==> src/hdl/bsu_pkg.sv <==
package bsu_pkg;

  // Fixed-point format and field widths
  localparam int FRAC_BITS = 16;
  localparam int STR_W     = 17;
  localparam int DATA_W    = 32;
  localparam int ACC_W     = 31;
  localparam int CFG_W     = 3;
  localparam int EXP_FRAC  = 28;
  localparam int DVD_W     = 33;
  localparam int DSR_W     = 47;
  localparam int QUEUE_DEPTH = 2;

  localparam logic [STR_W-1:0]          ONE      = STR_W'(1) << FRAC_BITS;
  localparam logic signed [DATA_W-1:0]  ONE_S    = DATA_W'(1) << FRAC_BITS;
  localparam logic [ACC_W-1:0]          ACC_MAX  = {ACC_W{1'b1}};
  localparam logic [EXP_FRAC:0]         ONE_I    = (EXP_FRAC+1)'(1) << EXP_FRAC;
  localparam logic [DATA_W-1:0]         LOG2E_Q30 = 32'd1549082005;
  localparam logic [DATA_W-1:0]         LN2_Q28   = 32'd186065280;
  localparam logic [DVD_W-1:0]          ONE_SQ   = DVD_W'(1) << (2 * FRAC_BITS);
  localparam logic [3:0]                TAYLOR_TERMS = 4'd10;

  // Register indexes
  localparam logic REG_AGG_MODE  = 1'b0;
  localparam logic REG_INFL_MODE = 1'b1;

  typedef enum logic [1:0] {
    AGG_SUM  = 2'd0,
    AGG_PROD = 2'd1,
    AGG_TOP  = 2'd2
  } agg_mode_t;

  typedef enum logic [2:0] {
    INF_SIMPLE = 3'd0,
    INF_LINEAR = 3'd1,
    INF_EULER  = 3'd2,
    INF_MAX1   = 3'd3,
    INF_MAX2   = 3'd4
  } infl_mode_t;

  typedef enum logic [4:0] {
    B_IDLE, B_DISP, B_HSTART, B_HWAIT, B_SQ, B_SQ2, B_HMUL, B_FIN,
    B_E1, B_E2, B_E3, B_EU, B_E4, B_E5, B_E6, B_E7, B_E8, B_E9, B_E10,
    B_OUT
  } back_state_t;

  // One finished argument handed from front to back
  typedef struct packed {
    logic [STR_W-1:0]         weight;
    logic signed [DATA_W-1:0] agg;
  } entry_t;

  typedef struct packed {
    logic             start;
    logic [DVD_W-1:0] dividend;
    logic [DSR_W-1:0] divisor;
  } div_req_t;

  function automatic logic signed [DATA_W-1:0] sat32(input logic signed [35:0] v);
    logic signed [35:0] hi;
    logic signed [35:0] lo;
    hi = 36'sd2147483647;
    lo = -36'sd2147483648;
    if (v > hi) begin
      return 32'sh7fffffff;
    end else if (v < lo) begin
      return 32'sh80000000;
    end
    return v[DATA_W-1:0];
  endfunction

endpackage

==> src/hdl/bsu_queue.sv <==
module bsu_queue #(
  parameter int DEPTH = bsu_pkg::QUEUE_DEPTH
) (
  input  logic            clk,
  input  logic            rst,
  input  logic            push,
  input  bsu_pkg::entry_t push_data,
  output logic            full,
  input  logic            pop,
  output bsu_pkg::entry_t pop_data,
  output logic            not_empty
);
  import bsu_pkg::*;

  localparam int PTR_W = (DEPTH > 1) ? $clog2(DEPTH) : 1;
  localparam int CNT_W = $clog2(DEPTH + 1);

  entry_t           slots [DEPTH];
  logic [PTR_W-1:0] wr_ptr;
  logic [PTR_W-1:0] rd_ptr;
  logic [CNT_W-1:0] count;

  assign full      = count == CNT_W'(DEPTH);
  assign not_empty = count != '0;
  assign pop_data  = slots[rd_ptr];

  always_ff @(posedge clk) begin
    if (rst) begin
      wr_ptr <= '0;
      rd_ptr <= '0;
      count  <= '0;
    end else begin
      if (push) begin
        wr_ptr <= (wr_ptr == PTR_W'(DEPTH - 1)) ? '0 : wr_ptr + PTR_W'(1);
      end
      if (pop) begin
        rd_ptr <= (rd_ptr == PTR_W'(DEPTH - 1)) ? '0 : rd_ptr + PTR_W'(1);
      end
      if (push && !pop) begin
        count <= count + CNT_W'(1);
      end else if (pop && !push) begin
        count <= count - CNT_W'(1);
      end
    end
  end

  always_ff @(posedge clk) begin
    if (push) begin
      slots[wr_ptr] <= push_data;
    end
  end

endmodule

==> config.mk <==
export PLATFORM = sky130hd
export DESIGN_NAME = bsu_queue
export DESIGN_NICKNAME = d
export VERILOG_FILES = /design/src/hdl/bsu_pkg.sv /design/src/hdl/bsu_queue.sv
export SDC_FILE = /design/constraint.sdc
export NUM_CORES = 1
export LEC_CHECK = 0
export BUFFER_PORTS_ARGS = -buffer_cell sky130_fd_sc_hd__buf_4
export CAP_MARGIN = 20
export CORE_MARGIN = 1
export CORE_UTILIZATION = 30
export CTS_BUF_LIST = sky130_fd_sc_hd__clkbuf_16
export CTS_CLUSTER_SIZE = 20
export DETAILED_ROUTE_END_ITERATION = 8
export RECOVER_POWER = 25
export SYNTH_ARGS = -nofsm -noshare
export SYNTH_HDL_FRONTEND = slang
export SYNTH_SLANG_ARGS = --single-unit
==> constraint.sdc <==
create_clock -name clk -period 3.9 [get_ports clk]
set_clock_uncertainty 0.15 [all_clocks]
set_input_delay 0.195 -clock clk [delete_from_list [all_inputs] [get_ports clk]]
set_output_delay 0.195 -clock clk [all_outputs]
set_load 0.02 [all_outputs]
==> impl_metrics.toml <==
[global_routing]
grt_util_all_layers_pct = 11.8
gr-usage-met2_pct = 20.6
grt_pass1_wl_mm = 11.0
overflow = 0
antenna_found_initial = 0
grt_busiest_layer = "met2"
grtUsageMet1_pct = 12.3
grt_pass1_vias = 2308
grt_max_degree = 32
grt_util_met3_pct = 5.63

[run]
maxCapViolCount = 0

[setup_path]
critPathLaunchType = "input port"
cpMaxStageDelayCell = "nor2b_4"
cp-end-kind = "flip-flop"
path_class = "in2reg"
path_cells = "dlygate4sd3_1 > buf_4 > nor2b_4 > buf_4"
r2r_slack_ns = 1.89
cp_common_cell = "buf_4"
required_ns = 3.77
critPathMaxStageDelay_ns = 0.74
crit_arrival_ns = 2.04
crit_path_max_fanout = 29

[cts]
clkSinkCount = 103
path_clk_slew_ns = 0.07
insertion_delay_ns = 0.34
cts_tree = "yes"
h-tree-depth = 3
clockBufferDepth = 2
cts_inserted_buffers = 9
cts-root-buf = "clkbuf_16"
cts_setup_buffers = 0

[placed_design]
placed_area_um2 = 4730
place.gp.congestion = 0.650
port_buffers = 103
dp_hpwl_mm = 4.30

[final_layout]
area_delta_synth_final_pct = 48.1
fin_area_um2 = 5540
drive_gt1_share_pct = 50.7
nets = 392
num_antenna_cells = 0
fillers = 1083

[routing]
drt-wirelength-per-cell_um = 13.9
drtIter0Drc = 104
vias_per_cell = 4.14
drt_pass1_iterations = 2
vias = 2115
drc = 0
finalWirelength_mm = 7.10
ant_nets = 0

[die]
die_w_um = 114
rows = 40
core_area_um2 = 12100
start_util_pct = 31.0
ios = 104
die_y_um = 114
die-area_um2 = 12900

[power]
p_int_uw = 1990
powerDensity_nw_per_um2 = 464
switching_share_pct = 22.7
p_switching_uw = 584
p_comb_share_pct = 15.5
finalPower_uw = 2570
p_leak_uw = 0.00207
vdd_drop_max_mv = 0.309
clockPowerShare_pct = 33.4
pwr-share-seq_pct = 51.1

[logic_synthesis]
synth_compound_gate_area_share_pct = 0.267
synthMuxAreaShare_pct = 14.7
synth_top_family_by_area = "multiplexers"
ys_seq_area_share_pct = 81.3
synthDistinctLibCells = 17
synth_top_cell_area_share_pct = 78.6
synth_area_um2 = 3740
synthAdderAreaFrac_pct = 0.334
synthSimpleGateAreaFrac_pct = 1.30
synth.area.top_cells = "edfxtp_1 79%, mux2_2 15%, dfxtp_1 2.7%"
synthXorXnorAreaFrac_pct = 0.936
synth_nets = 228
synth-seq-cells = 103
synthCells = 174
yosysTopAreaCell = "edfxtp_1"
synth_area_per_cell_um2 = 21.5
synth_warnings = 0

[timing]
slew_headroom_pct = 39.4
timing.final.crit_share_pct = 55.7
worstMarginPinSlew_ns = 0.907
finalHoldViolations = 0
tns_ns = 0
min_period_ns = 2.17
rsz0062_at_grt = "false"
setup_violations = 0
drv_slew = 0
fmax_mhz = 460

[outcome]
status = "finished, final reports clean"

[worst_hold_path]
min_path_type = "reg2reg"
## repair_timing
item | CTS | global route
endpoints found under the hold margin | 103 | 0
gates resized for setup | 0 | 0
hold buffers | 52 | 0
## per-layer routing
metal / vias to the layer above / wire (um)
li1: 1009 / -
met1: 1028 / 2940
met2: 68 / 3630
met3: 10 / 441
met4: 0 / 97
met5: - / 0
## area by class of cell
cell class                 count  area, um^2  area share (%)
sequential                   103        3040            54.9
inverter                       1        3.75          0.0677
clock inverter                 7        63.8            1.15
clock buffer                   9         225            4.06
timing repair buffer         158        1330            24.0
multi-input combinational     65         667            12.0
tap                          168         210            3.79
## logic make-up after synthesis
kind of cell / Yosys count
AO/OA/AOI/OAI: 2
XOR/XNOR: 4
adder cells (fa/ha/maj): 1
buffers and inverters: 6
flip-flops: 103
multiplexers: 49
AND/OR/NAND/NOR: 9
## Yosys cell counts
cell type and number:
edfxtp_1 98, mux2_2 49, dfxtp_1 5, nor2_1 4
buf_2 3, buf_6 2, xnor2_1 2, xor2_1 2
a21oi_1 1, and2_1 1, and2b_2 1, ha_1 1
inv_1 1, nor2b_1 1, o21ai_0 1, or2_2 1
or3_1 1
## worst paths after layout
| check | startpoint | endpoint | cells after the start |
|---|---|---|---|
| setup / recovery | push | slots[0][33] | 4 |
| hold / removal | rd_ptr | rd_ptr | 2 |
| hold reg to reg | rd_ptr | rd_ptr | 2 |
| setup reg to reg | wr_ptr | slots[0][33] | 2 |
## critical path: cells and delay by family
kind	cells	cell delay, ns
buffers and inverters	3	1.10
AND/OR/NAND/NOR	1	0.74
## per-stage QoR
stage	setup WS (ns)	utilization, %	hold slack (ns)	instances
floorplan	0.774	-	0.114	174
global placement	1.75	39.1	0.231	442
detailed placement	1.80	39.2	0.232	443
CTS	1.63	46.0	0.375	511
global route	1.55	46.0	0.408	511
finish	1.73	46.0	0.376	511
## cell usage in the layout (no fill, tap or decap)
| master | count |
|---|---|
| dfxtp_1 | 4 |
| or2_2 | 1 |
| clkbuf_16 | 9 |
| inv_1 | 1 |
| a21oi_1 | 1 |
| or3_1 | 1 |
| nor2_1 | 4 |
| and2_2 | 1 |
| buf_4 | 73 |
| dlygate4sd3_1 | 52 |
| clkinvlp_4 | 1 |
| clkinv_4 | 1 |
| nor2b_4 | 1 |
| bufinv_16 | 1 |
| buf_12 | 1 |
| clkbuf_4 | 32 |
| mux2_2 | 49 |
| clkinv_1 | 2 |
| clkinv_2 | 2 |
| dfxtp_2 | 1 |
| and2b_2 | 1 |
| xnor2_1 | 2 |
| ha_1 | 1 |
| edfxtp_1 | 98 |
| o21ai_0 | 1 |
| xor2_1 | 2 |
## power groups by stage
stage | clock network (uW) | registers, uW | logic, uW
detailed placement | 0 | 1340 | 365
finish | 860 | 1310 | 398
global route | 933 | 1320 | 426
CTS | 895 | 1310 | 409
global placement | 0 | 1350 | 346
floorplan | 0 | 1330 | 205
## state kept, by name (all words and copies together), names as in the netlist, named ones only
register	cells
wr_ptr	1
slots	98
count	2
rd_ptr	1
Power figures use the tool's default switching activity.
