--- config.mk ---
export PLATFORM = sky130hd
export DESIGN_NAME = bsu_front
export DESIGN_NICKNAME = d
export VERILOG_FILES = /design/src/hdl/bsu_pkg.sv /design/src/hdl/bsu_front.sv
export SDC_FILE = /design/constraint.sdc
export NUM_CORES = 2
export LEC_CHECK = 0
export ABC_AREA = 1
export BUFFER_PORTS_ARGS = -buffer_cell sky130_fd_sc_hd__buf_2
export CORE_UTILIZATION = 35
export DETAILED_ROUTE_END_ITERATION = 10
export PLACE_DENSITY = 0.62
export SYNTH_ARGS = -nofsm -noshare
export SYNTH_HDL_FRONTEND = slang
export SYNTH_SLANG_ARGS = --single-unit
--- constraint.sdc ---
create_clock -name clk -period 24.2 [get_ports clk]
set_clock_uncertainty 0.15 [all_clocks]
set_input_delay 3.63 -clock clk [delete_from_list [all_inputs] [get_ports clk]]
set_output_delay 3.63 -clock clk [all_outputs]
set_load 0.05 [all_outputs]
--- src/hdl/bsu_pkg.sv ---
package bsu_pkg;

  // Fixed-point format and field widths
  localparam int FRAC_BITS = 16;
  localparam int STR_W     = 17;
  localparam int DATA_W    = 32;
  localparam int ACC_W     = 31;
  localparam int CFG_W     = 3;
  localparam int EXP_FRAC  = 28;
  localparam int DVD_W     = 33;
  localparam int DSR_W     = 47;
  localparam int QUEUE_DEPTH = 2;

  localparam logic [STR_W-1:0]          ONE      = STR_W'(1) << FRAC_BITS;
  localparam logic signed [DATA_W-1:0]  ONE_S    = DATA_W'(1) << FRAC_BITS;
  localparam logic [ACC_W-1:0]          ACC_MAX  = {ACC_W{1'b1}};
  localparam logic [EXP_FRAC:0]         ONE_I    = (EXP_FRAC+1)'(1) << EXP_FRAC;
  localparam logic [DATA_W-1:0]         LOG2E_Q30 = 32'd1549082005;
  localparam logic [DATA_W-1:0]         LN2_Q28   = 32'd186065280;
  localparam logic [DVD_W-1:0]          ONE_SQ   = DVD_W'(1) << (2 * FRAC_BITS);
  localparam logic [3:0]                TAYLOR_TERMS = 4'd10;

  // Register indexes
  localparam logic REG_AGG_MODE  = 1'b0;
  localparam logic REG_INFL_MODE = 1'b1;

  typedef enum logic [1:0] {
    AGG_SUM  = 2'd0,
    AGG_PROD = 2'd1,
    AGG_TOP  = 2'd2
  } agg_mode_t;

  typedef enum logic [2:0] {
    INF_SIMPLE = 3'd0,
    INF_LINEAR = 3'd1,
    INF_EULER  = 3'd2,
    INF_MAX1   = 3'd3,
    INF_MAX2   = 3'd4
  } infl_mode_t;

  typedef enum logic [4:0] {
    B_IDLE, B_DISP, B_HSTART, B_HWAIT, B_SQ, B_SQ2, B_HMUL, B_FIN,
    B_E1, B_E2, B_E3, B_EU, B_E4, B_E5, B_E6, B_E7, B_E8, B_E9, B_E10,
    B_OUT
  } back_state_t;

  // One finished argument handed from front to back
  typedef struct packed {
    logic [STR_W-1:0]         weight;
    logic signed [DATA_W-1:0] agg;
  } entry_t;

  typedef struct packed {
    logic             start;
    logic [DVD_W-1:0] dividend;
    logic [DSR_W-1:0] divisor;
  } div_req_t;

  function automatic logic signed [DATA_W-1:0] sat32(input logic signed [35:0] v);
    logic signed [35:0] hi;
    logic signed [35:0] lo;
    hi = 36'sd2147483647;
    lo = -36'sd2147483648;
    if (v > hi) begin
      return 32'sh7fffffff;
    end else if (v < lo) begin
      return 32'sh80000000;
    end
    return v[DATA_W-1:0];
  endfunction

endpackage

--- src/hdl/bsu_front.sv ---
module bsu_front (
  input  logic                       clk,
  input  logic                       rst,
  input  bsu_pkg::agg_mode_t         agg_mode,
  input  logic                       acc_clear,
  input  bsu_pkg::agg_mode_t         clear_mode,
  input  logic                       in_valid,
  output logic                       in_stall,
  input  logic [bsu_pkg::STR_W-1:0]  strength,
  input  logic                       is_supporter,
  input  logic                       carries_strength,
  input  logic                       last_of_argument,
  input  logic [bsu_pkg::STR_W-1:0]  initial_strength,
  output logic                       q_push,
  output bsu_pkg::entry_t            q_data,
  input  logic                       q_full
);
  import bsu_pkg::*;

  logic [ACC_W-1:0]   att_acc;
  logic [ACC_W-1:0]   sup_acc;
  logic [ACC_W-1:0]   att_next;
  logic [ACC_W-1:0]   sup_next;
  logic [ACC_W-1:0]   acc_sel;
  logic [ACC_W-1:0]   upd;
  logic [STR_W-1:0]   st_c;
  logic [STR_W-1:0]   w_c;
  logic [ACC_W+STR_W-1:0] prod;
  logic [ACC_W:0]     sum;
  logic [ACC_W-1:0]   ident;
  logic [ACC_W-1:0]   clear_ident;
  logic               accept;

  assign in_stall = q_full;
  assign accept   = in_valid && !in_stall;

  // Clamp inputs to one, then fold the strength into its side
  always_comb begin
    st_c    = (strength > ONE) ? ONE : strength;
    w_c     = (initial_strength > ONE) ? ONE : initial_strength;
    acc_sel = is_supporter ? sup_acc : att_acc;
    prod    = acc_sel * (ONE - st_c);
    sum     = {1'b0, acc_sel} + (ACC_W+1)'(st_c);
    case (agg_mode)
      AGG_PROD: upd = prod[ACC_W+FRAC_BITS-1:FRAC_BITS];
      AGG_TOP:  upd = (ACC_W'(st_c) > acc_sel) ? ACC_W'(st_c) : acc_sel;
      default:  upd = sum[ACC_W] ? ACC_MAX : sum[ACC_W-1:0];
    endcase
    att_next = (carries_strength && !is_supporter) ? upd : att_acc;
    sup_next = (carries_strength && is_supporter) ? upd : sup_acc;
    ident       = (agg_mode == AGG_PROD) ? ACC_W'(ONE) : '0;
    clear_ident = (clear_mode == AGG_PROD) ? ACC_W'(ONE) : '0;
  end

  // Aggregate sign depends on mode
  always_comb begin
    q_push        = accept && last_of_argument;
    q_data.weight = w_c;
    if (agg_mode == AGG_PROD) begin
      q_data.agg = $signed({1'b0, att_next}) - $signed({1'b0, sup_next});
    end else begin
      q_data.agg = $signed({1'b0, sup_next}) - $signed({1'b0, att_next});
    end
  end

  always_ff @(posedge clk) begin
    if (rst) begin
      att_acc <= '0;
      sup_acc <= '0;
    end else if (acc_clear) begin
      att_acc <= clear_ident;
      sup_acc <= clear_ident;
    end else if (accept) begin
      if (last_of_argument) begin
        att_acc <= ident;
        sup_acc <= ident;
      end else begin
        att_acc <= att_next;
        sup_acc <= sup_next;
      end
    end
  end

endmodule

==> run summary <==
status: finished, final reports clean
hold buffers post-CTS: 0
Avg Cell Area, Syn: 6.94 sq um
CTS Buf Count: 9
Setup-failing EPs final: 0
cell area power density: 26.9 nW/um^2
setup tns final: 0 ns
worst skew pair latency: 0.34 ns
area grow syn2layout: 6.99%
detailed router's first-iteration violation count: 2203
element type at the critical path end: output port
Core ar.: 77600 sq um
worst-margin pin slew: 1.14 ns
Flop pwr share: 13.1%
Synth Register Bits: 62
die area: 79600 sq um
CP peak stage delay: 0.67 ns
total grt overflow: 0
Switching Share: 55.9%
Root Buffer: clkbuf_16
Avg WL per Cell: 18.1 um
Post-Synthesis Cells: 3958
critical path class: input port to output port
r2r setup slk: 16.20 ns
Worst EP required: 20.42 ns
vias in the first global route: 25700
Post-CTS Setup Bufs: 0
router iterations before antenna repair: 6
setup ws final: 4.40 ns
MaxCap Viol Count: 0
Clk pwr share: 17.8%
Pint: 0.000349 W
die width: 282 um
period utilization: 81.8%
Crit Path Max Fanout: 30
CP dominant cell by count: nand2_1
Final HPWL DP: 75300 um
Slew Limit Fails: 0
Clock Pin Slew Worst Setup and Hold Paths: 0.05 ns
Final Hold Fails: 0
sequential share of the synthesized area: 4.52%
Hold WS: 0.312 ns
placed cell count: 5024
GR Layer Usage met2: 40.7%
H-tree level count: 3
number of synthesized flops with an enable pin: 0
CP max stage cell: inv_1
post-synth cell types: 60
global route hottest layer: met2
clk buf depth: 2
RSZ-0062 raised after global routing: no
routed vias: 25700
final WL: 91000 um
switching pwr: 0.000442 W
met3 GRT Util: 2.40%
combinational share of power: 69.1%
Slew HR: 24.2%
antenna viol nets, final: 0
num rows: 102
fraction of layout cells with a size suffix above 1: 6.70%
yosys warns: 0
Post-CTS Resized: 0
initial antenna violation count: 4
minimum clock period: 19.80 ns
FFs w/ async S/R, synth: 0%
met1 usage: 30.3%
DIE HEIGHT: 282 um
final-stage net count: 4742
crit start category: input port
most common cell after layout, fill and taps aside: nand2_1
pre-CTS WS: 4.69 ns
Main synth FF type: dfxtp_1
gr usage total: 23.4%
Mapped Area: 27500 sq um
Non-Filler Instances: 5041
CTS tree: done
final RePlAce weighted congestion: 1.00
Initial Util: 35.4%
# IOs: 97
vias per inst: 5.09
first-pass GRT wire length: 144000 um
worst vdd ir: 0.0362 mV
FMAX: 50.5 MHz
total clock sinks: 62
largest net degree at the start of global routing: 62
critical path arrival: 16.02 ns
Port Buf Inserts: 96
Leak: 15.1 nW
commonest non-fill, non-tap cells in the layout: nand2_1 (1044), inv_1 (840), fa_1 (466)
Hold Crit Class: register to register
DRC errors left: 0
-- cell families (layout without fill, tap and decap cells) --
kind of cell             after synthesis  after routing  share of synthesized area [%]
AO/OA/AOI/OAI                        508            508                           10.7
XOR/XNOR                              50             50                           1.59
adder cells (fa/ha/maj)              701            701                           44.7
buffers and inverters               1008           1022                           14.2
flip-flops                            62             62                           4.52
multiplexers                           1              1                         0.0364
other                                  2             31                         0.0273
AND/OR/NAND/NOR                     1626           1626                           24.2
-- path summary, 6_finish.rpt --
kind                                  from                       end  cells after the start
setup / recovery              strength[12]                q_data[28]                     57
hold / removal    att_acc[30]$_SDFFE_PP0P_  att_acc[30]$_SDFFE_PP0P_                      2
setup reg to reg   att_acc[6]$_SDFFE_PP0P_  att_acc[23]$_SDFFE_PP0P_                     29
hold reg to reg   att_acc[30]$_SDFFE_PP0P_  att_acc[30]$_SDFFE_PP0P_                      2
-- synth_stat cells (10+ instances only) --
library cell | number | area share, %
o211ai_1 | 21 | 0.57
xnor2_1 | 15 | 0.48
buf_1 | 14 | 0.19
inv_2 | 17 | 0.23
nand2_2 | 10 | 0.23
nand2_1 | 1044 | 14
o21ai_1 | 23 | 0.42
buf_2 | 17 | 0.31
clkbuf_1 | 100 | 1.4
nand4_1 | 17 | 0.39
a31oi_1 | 16 | 0.36
ha_1 | 235 | 11
or2_2 | 37 | 0.84
o21a_1 | 11 | 0.30
nor4_1 | 12 | 0.27
fa_1 | 466 | 34
a21o_1 | 19 | 0.52
nor3_1 | 15 | 0.27
dfxtp_1 | 62 | 4.5
a21oi_1 | 229 | 4.2
nand3_1 | 143 | 2.6
xor2_1 | 35 | 1.1
o21ai_0 | 123 | 2.2
nor2_1 | 314 | 4.3
inv_1 | 840 | 11
o21ai_2 | 13 | 0.41
-- final cells by class --
type                       count  area, sq um
antenna                        1         2.50
clock buffer                  12          246
clock inverter                 4         70.1
fill                        8447        48200
inverter                     864         3250
multi-input combinational   2916        22500
sequential                    62         1240
tap                         1040         1300
timing repair buffer         142          826
-- flip-flops by register name, summed over array words and instances (netlist names) --
signal / flops
sup_acc: 31
att_acc: 31
-- power by group through the flow --
stage	combinational, W	clock, W	sequential, W
2_1_floorplan	0.000385	0	0.000106
3_3_place_gp	0.000536	0	0.000106
3_5_place_dp	0.000537	0	0.000106
4_1_cts	0.000540	0.000143	0.000104
5_1_grt	0.000602	0.000148	0.000104
6_report	0.000546	0.000140	0.000104
-- metal layers --
metal  vias up  part of all wire [%]
met3       174                   6.9
met2       935                    48
met4         0                   3.7
met5         -                     0
met1     12500                    41
li1      12000                     -
-- stage by stage --
step           instance area (sq um)  util [%]  total power, W
2_1_floorplan                  27600         -        0.000491
3_3_place_gp                   29100      37.5        0.000641
3_5_place_dp                   29100      37.5        0.000643
4_1_cts                        29400      37.9        0.000787
5_1_grt                        29400      37.9        0.000854
6_report                       29400      37.9        0.000790
-- critical path, delay by kind of cell --
family / cells / cell delay [ns]
fa+ha+maj: 9 / 3.96
simple gates: 23 / 3.35
buf+inv: 14 / 2.39
compound gates: 9 / 2.38
xor+xnor: 2 / 0.29
(Power assumes the default switching activity.)
