--- src/hdl/bsu_pkg.sv ---
package bsu_pkg;

  // Fixed-point format and field widths
  localparam int FRAC_BITS = 16;
  localparam int STR_W     = 17;
  localparam int DATA_W    = 32;
  localparam int ACC_W     = 31;
  localparam int CFG_W     = 3;
  localparam int EXP_FRAC  = 28;
  localparam int DVD_W     = 33;
  localparam int DSR_W     = 47;
  localparam int QUEUE_DEPTH = 2;

  localparam logic [STR_W-1:0]          ONE      = STR_W'(1) << FRAC_BITS;
  localparam logic signed [DATA_W-1:0]  ONE_S    = DATA_W'(1) << FRAC_BITS;
  localparam logic [ACC_W-1:0]          ACC_MAX  = {ACC_W{1'b1}};
  localparam logic [EXP_FRAC:0]         ONE_I    = (EXP_FRAC+1)'(1) << EXP_FRAC;
  localparam logic [DATA_W-1:0]         LOG2E_Q30 = 32'd1549082005;
  localparam logic [DATA_W-1:0]         LN2_Q28   = 32'd186065280;
  localparam logic [DVD_W-1:0]          ONE_SQ   = DVD_W'(1) << (2 * FRAC_BITS);
  localparam logic [3:0]                TAYLOR_TERMS = 4'd10;

  // Register indexes
  localparam logic REG_AGG_MODE  = 1'b0;
  localparam logic REG_INFL_MODE = 1'b1;

  typedef enum logic [1:0] {
    AGG_SUM  = 2'd0,
    AGG_PROD = 2'd1,
    AGG_TOP  = 2'd2
  } agg_mode_t;

  typedef enum logic [2:0] {
    INF_SIMPLE = 3'd0,
    INF_LINEAR = 3'd1,
    INF_EULER  = 3'd2,
    INF_MAX1   = 3'd3,
    INF_MAX2   = 3'd4
  } infl_mode_t;

  typedef enum logic [4:0] {
    B_IDLE, B_DISP, B_HSTART, B_HWAIT, B_SQ, B_SQ2, B_HMUL, B_FIN,
    B_E1, B_E2, B_E3, B_EU, B_E4, B_E5, B_E6, B_E7, B_E8, B_E9, B_E10,
    B_OUT
  } back_state_t;

  // One finished argument handed from front to back
  typedef struct packed {
    logic [STR_W-1:0]         weight;
    logic signed [DATA_W-1:0] agg;
  } entry_t;

  typedef struct packed {
    logic             start;
    logic [DVD_W-1:0] dividend;
    logic [DSR_W-1:0] divisor;
  } div_req_t;

  function automatic logic signed [DATA_W-1:0] sat32(input logic signed [35:0] v);
    logic signed [35:0] hi;
    logic signed [35:0] lo;
    hi = 36'sd2147483647;
    lo = -36'sd2147483648;
    if (v > hi) begin
      return 32'sh7fffffff;
    end else if (v < lo) begin
      return 32'sh80000000;
    end
    return v[DATA_W-1:0];
  endfunction

endpackage

--- src/hdl/bsu_div.sv ---
module bsu_div (
  input  logic                     clk,
  input  logic                     rst,
  input  bsu_pkg::div_req_t        req,
  output logic                     done,
  output logic [bsu_pkg::DVD_W-1:0] quotient
);
  import bsu_pkg::*;

  logic [DSR_W-1:0] rem;
  logic [DSR_W-1:0] dsr;
  logic [DVD_W-1:0] quo;
  logic [5:0]       cnt;
  logic             busy;
  logic [DSR_W:0]   rem_sh;
  logic [DSR_W:0]   diff;
  logic             ge;

  // One restoring step per cycle
  always_comb begin
    rem_sh = {rem, quo[DVD_W-1]};
    diff   = rem_sh - {1'b0, dsr};
    ge     = rem_sh >= {1'b0, dsr};
  end

  always_ff @(posedge clk) begin
    if (rst) begin
      busy <= 1'b0;
      done <= 1'b0;
    end else begin
      done <= 1'b0;
      if (req.start) begin
        busy <= 1'b1;
        cnt  <= 6'(DVD_W);
      end else if (busy) begin
        cnt <= cnt - 6'd1;
        if (cnt == 6'd1) begin
          busy <= 1'b0;
          done <= 1'b1;
        end
      end
    end
  end

  always_ff @(posedge clk) begin
    if (req.start) begin
      quo <= req.dividend;
      dsr <= req.divisor;
      rem <= '0;
    end else if (busy) begin
      rem <= ge ? diff[DSR_W-1:0] : rem_sh[DSR_W-1:0];
      quo <= {quo[DVD_W-2:0], ge};
    end
  end

  assign quotient = quo;

endmodule

--- src/hdl/bsu_back.sv ---
module bsu_back (
  input  logic                              clk,
  input  logic                              rst,
  input  bsu_pkg::infl_mode_t               infl_mode,
  input  logic                              q_valid,
  input  bsu_pkg::entry_t                   q_data,
  output logic                              q_pop,
  output logic                              out_valid,
  input  logic                              out_stall,
  output logic signed [bsu_pkg::DATA_W-1:0] new_strength,
  output logic signed [bsu_pkg::DATA_W-1:0] aggregate_value
);
  import bsu_pkg::*;

  back_state_t state;
  back_state_t state_next;

  logic [STR_W-1:0]         w;
  logic signed [DATA_W-1:0] s;
  logic [DATA_W-1:0]        mag;
  logic                     pos;
  logic                     neg;
  logic [DATA_W-1:0]        xop;
  logic [DSR_W-1:0]         den;
  logic signed [4:0]        n;
  logic [EXP_FRAC-1:0]      f;
  logic [EXP_FRAC-1:0]      u;
  logic [EXP_FRAC:0]        term;
  logic [EXP_FRAC+1:0]      eacc;
  logic [3:0]               k;
  logic [EXP_FRAC:0]        e;
  logic [STR_W-1:0]         num;
  logic signed [DATA_W-1:0] res;
  logic [2*DATA_W-1:0]      prod;

  logic [DATA_W-1:0]        mul_a;
  logic [DATA_W-1:0]        mul_b;
  logic [STR_W-1:0]         m;
  logic [DATA_W-1:0]        clamp_mag;
  logic [32:0]              t_floor;
  logic [32:0]              t_ceil;
  logic signed [33:0]       t;
  logic signed [5:0]        sh_s;
  logic [32:0]              infl_term;
  logic                     load_out;
  div_req_t                 div_req;
  logic                     div_done;
  logic [DVD_W-1:0]         div_q;

  // ceil(2^31 / k); x * recip >> 31 is exact floor(x / k) for 28-bit x, k in 1..10
  function automatic logic [DATA_W-1:0] taylor_recip(input logic [3:0] kk);
    case (kk)
      4'd2:    return 32'd1073741824;
      4'd3:    return 32'd715827883;
      4'd4:    return 32'd536870912;
      4'd5:    return 32'd429496730;
      4'd6:    return 32'd357913942;
      4'd7:    return 32'd306783379;
      4'd8:    return 32'd268435456;
      4'd9:    return 32'd238609295;
      4'd10:   return 32'd214748365;
      default: return 32'd2147483648;
    endcase
  endfunction

  bsu_div u_div (
    .clk      (clk),
    .rst      (rst),
    .req      (div_req),
    .done     (div_done),
    .quotient (div_q)
  );

  // Datapath helpers
  always_comb begin
    m         = pos ? (ONE - w) : w;
    clamp_mag = (mag > (DATA_W'(ONE) << 3)) ? (DATA_W'(ONE) << 3) : mag;
    t_floor   = prod[62:30];
    t_ceil    = 33'((prod[62:0] + 63'h3fffffff) >> 30);
    t         = neg ? -$signed({1'b0, t_ceil}) : $signed({1'b0, t_floor});
    sh_s      = 6'sd12 - $signed({n[4], n});
    infl_term = prod[48:16];
  end

  always_ff @(posedge clk) begin
    if (rst) begin
      state <= B_IDLE;
    end else begin
      state <= state_next;
    end
  end

  // Sequencer: next state, multiplier operands, divider requests
  always_comb begin
    state_next       = state;
    q_pop            = 1'b0;
    mul_a            = '0;
    mul_b            = '0;
    div_req.start    = 1'b0;
    div_req.dividend = '0;
    div_req.divisor  = '0;
    load_out         = 1'b0;
    unique case (state)
      B_IDLE: begin
        if (q_valid) begin
          q_pop      = 1'b1;
          state_next = B_DISP;
        end
      end
      B_DISP: begin
        case (infl_mode)
          INF_LINEAR: state_next = B_HMUL;
          INF_EULER:  state_next = B_E1;
          INF_MAX1:   state_next = (mag == '0) ? B_HMUL : B_HSTART;
          INF_MAX2:   state_next = (mag == '0) ? B_HMUL : B_SQ;
          default:    state_next = B_OUT;
        endcase
      end
      B_SQ: begin
        mul_a      = mag;
        mul_b      = mag;
        state_next = B_SQ2;
      end
      B_SQ2: state_next = B_HSTART;
      B_HSTART: begin
        div_req.start    = 1'b1;
        div_req.dividend = ONE_SQ;
        div_req.divisor  = den;
        state_next       = B_HWAIT;
      end
      B_HWAIT: if (div_done) state_next = B_HMUL;
      B_HMUL: begin
        mul_a      = DATA_W'(m);
        mul_b      = xop;
        state_next = B_FIN;
      end
      B_FIN: state_next = B_OUT;
      B_E1: begin
        mul_a      = xop;
        mul_b      = LOG2E_Q30;
        state_next = B_E2;
      end
      B_E2: state_next = B_E3;
      B_E3: begin
        mul_a      = DATA_W'(f);
        mul_b      = LN2_Q28;
        state_next = B_EU;
      end
      B_EU: state_next = B_E4;
      B_E4: begin
        mul_a      = DATA_W'(term);
        mul_b      = DATA_W'(u);
        state_next = B_E5;
      end
      // Divide the new term by k through its reciprocal
      B_E5: begin
        mul_a      = DATA_W'(prod[55:28]);
        mul_b      = taylor_recip(k);
        state_next = B_E6;
      end
      B_E6: state_next = (k == TAYLOR_TERMS) ? B_E7 : B_E4;
      B_E7: begin
        mul_a      = DATA_W'(w);
        mul_b      = DATA_W'(w);
        state_next = B_E8;
      end
      B_E8: begin
        mul_a      = DATA_W'(w);
        mul_b      = DATA_W'(e);
        state_next = B_E9;
      end
      B_E9: begin
        div_req.start    = 1'b1;
        div_req.dividend = DVD_W'(num) << FRAC_BITS;
        div_req.divisor  = DSR_W'(ONE) + DSR_W'(prod[46:16]);
        state_next       = B_E10;
      end
      B_E10: if (div_done) state_next = B_OUT;
      B_OUT: begin
        if (!out_valid || !out_stall) begin
          load_out   = 1'b1;
          state_next = B_IDLE;
        end
      end
      default: state_next = B_IDLE;
    endcase
  end

  // Working registers
  always_ff @(posedge clk) begin
    prod <= mul_a * mul_b;
    case (state)
      B_IDLE: begin
        w   <= q_data.weight;
        s   <= q_data.agg;
        mag <= q_data.agg[DATA_W-1] ? DATA_W'(-q_data.agg) : DATA_W'(q_data.agg);
        pos <= !q_data.agg[DATA_W-1] && (q_data.agg != '0);
        neg <= q_data.agg[DATA_W-1];
      end
      B_DISP: begin
        res <= sat32(36'(s) + $signed({19'd0, w}));
        den <= DSR_W'(ONE) + DSR_W'(mag);
        if (infl_mode == INF_EULER) begin
          xop <= clamp_mag << (EXP_FRAC - FRAC_BITS);
        end else if (infl_mode == INF_LINEAR) begin
          xop <= mag;
        end else begin
          xop <= '0;
        end
      end
      B_SQ2: den <= DSR_W'(ONE) + DSR_W'(prod[61:16]);
      B_HWAIT: if (div_done) xop <= DATA_W'(ONE) - DATA_W'(div_q);
      B_FIN: begin
        if (pos) begin
          res <= sat32($signed({19'd0, w}) + $signed({3'd0, infl_term}));
        end else begin
          res <= sat32($signed({19'd0, w}) - $signed({3'd0, infl_term}));
        end
      end
      B_E2: begin
        n <= t[32:28];
        f <= t[27:0];
      end
      B_EU: begin
        u    <= prod[55:28];
        term <= ONE_I;
        eacc <= (EXP_FRAC+2)'(ONE_I);
        k    <= 4'd1;
      end
      // Quotient sits above bit 31 of the reciprocal product
      B_E6: begin
        term <= (EXP_FRAC+1)'(prod[58:31]);
        eacc <= eacc + (EXP_FRAC+2)'(prod[58:31]);
        k    <= k + 4'd1;
      end
      B_E7: e <= (EXP_FRAC+1)'(eacc >> sh_s[4:0]);
      B_E8: num <= ONE - prod[32:16];
      B_E10: if (div_done) res <= ONE_S - $signed({1'b0, div_q[DATA_W-2:0]});
      default: ;
    endcase
  end

  // Output register
  always_ff @(posedge clk) begin
    if (rst) begin
      out_valid <= 1'b0;
    end else if (load_out) begin
      out_valid <= 1'b1;
    end else if (!out_stall) begin
      out_valid <= 1'b0;
    end
  end

  always_ff @(posedge clk) begin
    if (load_out) begin
      new_strength    <= res;
      aggregate_value <= s;
    end
  end

endmodule

--- config.mk ---
export PLATFORM = sky130hd
export DESIGN_NAME = bsu_back
export DESIGN_NICKNAME = d
export VERILOG_FILES = /design/src/hdl/bsu_pkg.sv /design/src/hdl/bsu_div.sv /design/src/hdl/bsu_back.sv
export SDC_FILE = /design/constraint.sdc
export NUM_CORES = 2
export LEC_CHECK = 0
export ABC_AREA = 1
export BUFFER_PORTS_ARGS = -buffer_cell sky130_fd_sc_hd__buf_2
export CORE_MARGIN = 1.5
export CORE_UTILIZATION = 25
export DETAILED_ROUTE_END_ITERATION = 7
export GPL_ROUTABILITY_DRIVEN = 0
export MAX_ROUTING_LAYER = met4
export PLACE_DENSITY = 0.41
export SYNTH_ARGS = -nofsm -noshare
export SYNTH_HDL_FRONTEND = slang
export SYNTH_SLANG_ARGS = --single-unit
--- constraint.sdc ---
create_clock -name clk -period 26.1 [get_ports clk]
set_input_delay 2.61 -clock clk [delete_from_list [all_inputs] [get_ports clk]]
set_output_delay 2.61 -clock clk [all_outputs]
set_load 0.05 [all_outputs]
==> flow_summary.json <==
{
  "viasPerCell": 4.87,
  "fin_util_pct": 27.9,
  "worstPathRequired_ns": 26.70,
  "final_cell_mix": "2,336 x nand2_1, 1,837 x inv_1, 1,050 x nor2_1, 900 x fa_1, 512 x edfxtp_1",
  "grt-ovfl-total": 0,
  "antenna_found_initial": 23,
  "mostFrequentLayoutCell": "nand2_1",
  "cts_inserted_buffers": 82,
  "synth_cell_type_count": 71,
  "hold_viol_final": 0,
  "critical_path.startpoint_type": "flop",
  "tns_ns": 0,
  "critPathCapture": "prod[55]",
  "ios": 122,
  "ys_seq_elements": 648,
  "seq_area_frac_synth_pct": 23.9,
  "cts_setup_buffers": 0,
  "htreeDepth": 3,
  "clk_pin_slew_ns": 0.06,
  "async_flop_share_pct": 0,
  "grt_pass1_vias": 68570,
  "timing.rr.end": "prod[55]",
  "clk_latency_ns": 0.75,
  "final_antenna_net_count": 0,
  "port_buffers": 121,
  "arrival_ns": 11.22,
  "drt-total-wl_um": 332000,
  "rrSetupSlack_ns": 15.48,
  "rows": 201,
  "firstDrtPassIters": 6,
  "core_area_sq_mm": 0.301,
  "dp_hpwl_um": 264000,
  "drt_iter0_drc": 7059,
  "cts_tree": "yes",
  "crit_top_cell": "inv_1",
  "die_w_um": 553,
  "synth_area_per_cell_sq_um": 7.80,
  "fmax_mhz": 94.1,
  "period_share_pct": 40.7,
  "slew_headroom_pct": 15.1,
  "synth.cell_area_sq_mm": 0.0757,
  "critical_path.endpoint_type": "flop",
  "synth_nets": 11056,
  "num-fill-cells": 32761,
  "critPathKind": "flop to flop",
  "clockBufferDepth": 3,
  "layout.nets": 11091,
  "status": "complete, no violations",
  "r2r-start": "w[0]",
  "worstSetupStartpoint": "w[0]",
  "hold_path_class": "flop to flop",
  "synth_cells": 9699,
  "fp.dieArea_sq_mm": 0.306,
  "clock-root-buffer": "clkbuf_16",
  "die_height_um": 553,
  "reg2reg_depth": 40,
  "yosys_most_used_dff": "edfxtp_1",
  "skew_ns": 0.0758,
  "initial_core_util_pct": 25.2,
  "crit_fanout": 17,
  "grt_usage_pct": 22.0,
  "tightest_slew_ns": 1.26,
  "grt_pass1_wl_um": 479000,
  "drv_slew": 0,
  "ir_worst_vdd_mv": 0.122,
  "slowest_stage": "edfxtp_1",
  "grt_start_max_net_pins": 81,
  "drive_gt1_share_pct": 6.36,
  "drc": 0,
  "vias": 67090,
  "ctsHoldBuffers": 0,
  "min_period_ns": 10.62,
  "area.growth.synth_to_final_pct": 11.0,
  "clkSinkCount": 648,
  "yosysWarnings": 0,
  "power_density_mw_per_mm2": 107,
  "slowest_delay_ns": 0.60,
  "setup_viol": 0,
  "rsz0062_at_grt": "false",
  "power.leakage_nw": 40.2,
  "ctsResizeCount": 0,
  "maxCapViolations": 0,
  "wl_per_cell_um": 24.1,
  "synth-edff-count": 512
}
## worst max-delay path, delay by kind of cell (launching register included)
family          cells  cell delay, ns
compound gates      2            0.36
xor+xnor            1            0.16
fa+ha+maj          10            4.73
buf+inv            10            1.43
flops               1            0.60
simple gates       17            3.14
## cells in the mapped netlist, drive strengths merged, types with 6 or more instances
library cell | count | share of area [%]
a2111oi | 6 | 0.069
a211oi | 16 | 0.16
a21boi | 18 | 0.18
a21o | 31 | 0.31
a21oi | 354 | 2.4
a221oi | 14 | 0.18
a22o | 7 | 0.081
a22oi | 12 | 0.12
a31oi | 53 | 0.44
and2 | 6 | 0.050
and3 | 7 | 0.058
buf | 174 | 1.2
clkbuf | 151 | 0.75
clkinv | 20 | 0.10
dfxtp | 136 | 3.6
edfxtp | 512 | 20
fa | 900 | 24
ha | 401 | 6.6
inv | 1902 | 9.4
mux2i | 7 | 0.093
nand2 | 2365 | 12
nand3 | 381 | 2.6
nand3b | 13 | 0.13
nand4 | 86 | 0.75
nor2 | 1104 | 5.8
nor3 | 79 | 0.57
nor4 | 57 | 0.64
o2111ai | 9 | 0.12
o211ai | 39 | 0.39
o21a | 22 | 0.22
o21ai | 455 | 3.0
o21bai | 16 | 0.16
o221ai | 18 | 0.21
o22ai | 22 | 0.18
or2 | 20 | 0.17
xnor2 | 65 | 0.75
xor2 | 204 | 2.4
## logic make-up after synthesis
| kind of cell | Yosys count | share of synthesized area [%] |
|---|---|---|
| mux | 7 | 0.0926 |
| compound gates | 1104 | 8.33 |
| flops | 648 | 23.9 |
| fa+ha+maj | 1301 | 30.4 |
| simple gates | 4123 | 22.6 |
| buf+inv | 2247 | 11.5 |
| xor+xnor | 269 | 3.11 |
## report_power, final
group          switching [W]  internal [W]
Combinational        0.00434       0.00149
Sequential          0.000361       0.00158
Clock               0.000513      0.000710
Total                0.00521       0.00379
## routing by layer
metal / up-vias / track usage, % / part of all wire, %
met5: - / - / 0
met4: 0 / 8.98 / 4.6
met3: 581 / 3.27 / 7.3
met2: 2778 / 34.5 / 45
met1: 33503 / 28.4 / 43
li1: 30228 / - / -
## per-stage QoR
stage / hold WS (ns) / worst slack (ns) / power [W] / instance area, sq um / std cells
CTS: 0.418 / 15.60 / 0.00887 / 83900 / 13762
floorplan: 0.400 / 17.82 / 0.00533 / 75700 / 9699
finish: 0.418 / 15.48 / 0.00900 / 84000 / 13779
global placement: 0.405 / 15.66 / 0.00761 / 81100 / 13608
global route: 0.422 / 15.07 / 0.00947 / 84000 / 13773
detailed placement: 0.405 / 15.65 / 0.00761 / 81100 / 13608
## worst min-delay path by stage
stage | from | end | slack [ns] | cells after the start
6_report | res[18] | new_strength[18] | 0.42 | 0
5_1_grt | res[18] | new_strength[18] | 0.42 | 0
4_1_cts | res[18] | new_strength[18] | 0.42 | 0
3_5_place_dp | res[14] | new_strength[14] | 0.40 | 0
3_3_place_gp | res[18] | new_strength[18] | 0.41 | 0
2_1_floorplan | res[0] | new_strength[0] | 0.40 | 0
## registers in the layout, indices dropped and copies added (netlist names), 30 cells and up, named ones only
signal and flops:
aggregate_value 32, new_strength 32, prod 63, res 32
den 47, u_div.rem 47, u_div.dsr 47, mag 31
xop 32, eacc 30, s 32, u_div.quotient 33
## layout make-up
cell class / instances / area, sq um / area share (%)
inverters: 1922 / 7220 / 8.59
repair buffers: 276 / 1770 / 2.11
clock inverters: 51 / 667 / 0.794
flip-flops and latches: 648 / 18100 / 21.6
well taps: 3958 / 4950 / 5.90
multi-input cells: 6804 / 49000 / 58.4
diodes: 17 / 42.5 / 0.0507
clock buffers: 103 / 2200 / 2.62
Note: power is estimated with default switching activity, not from simulation.
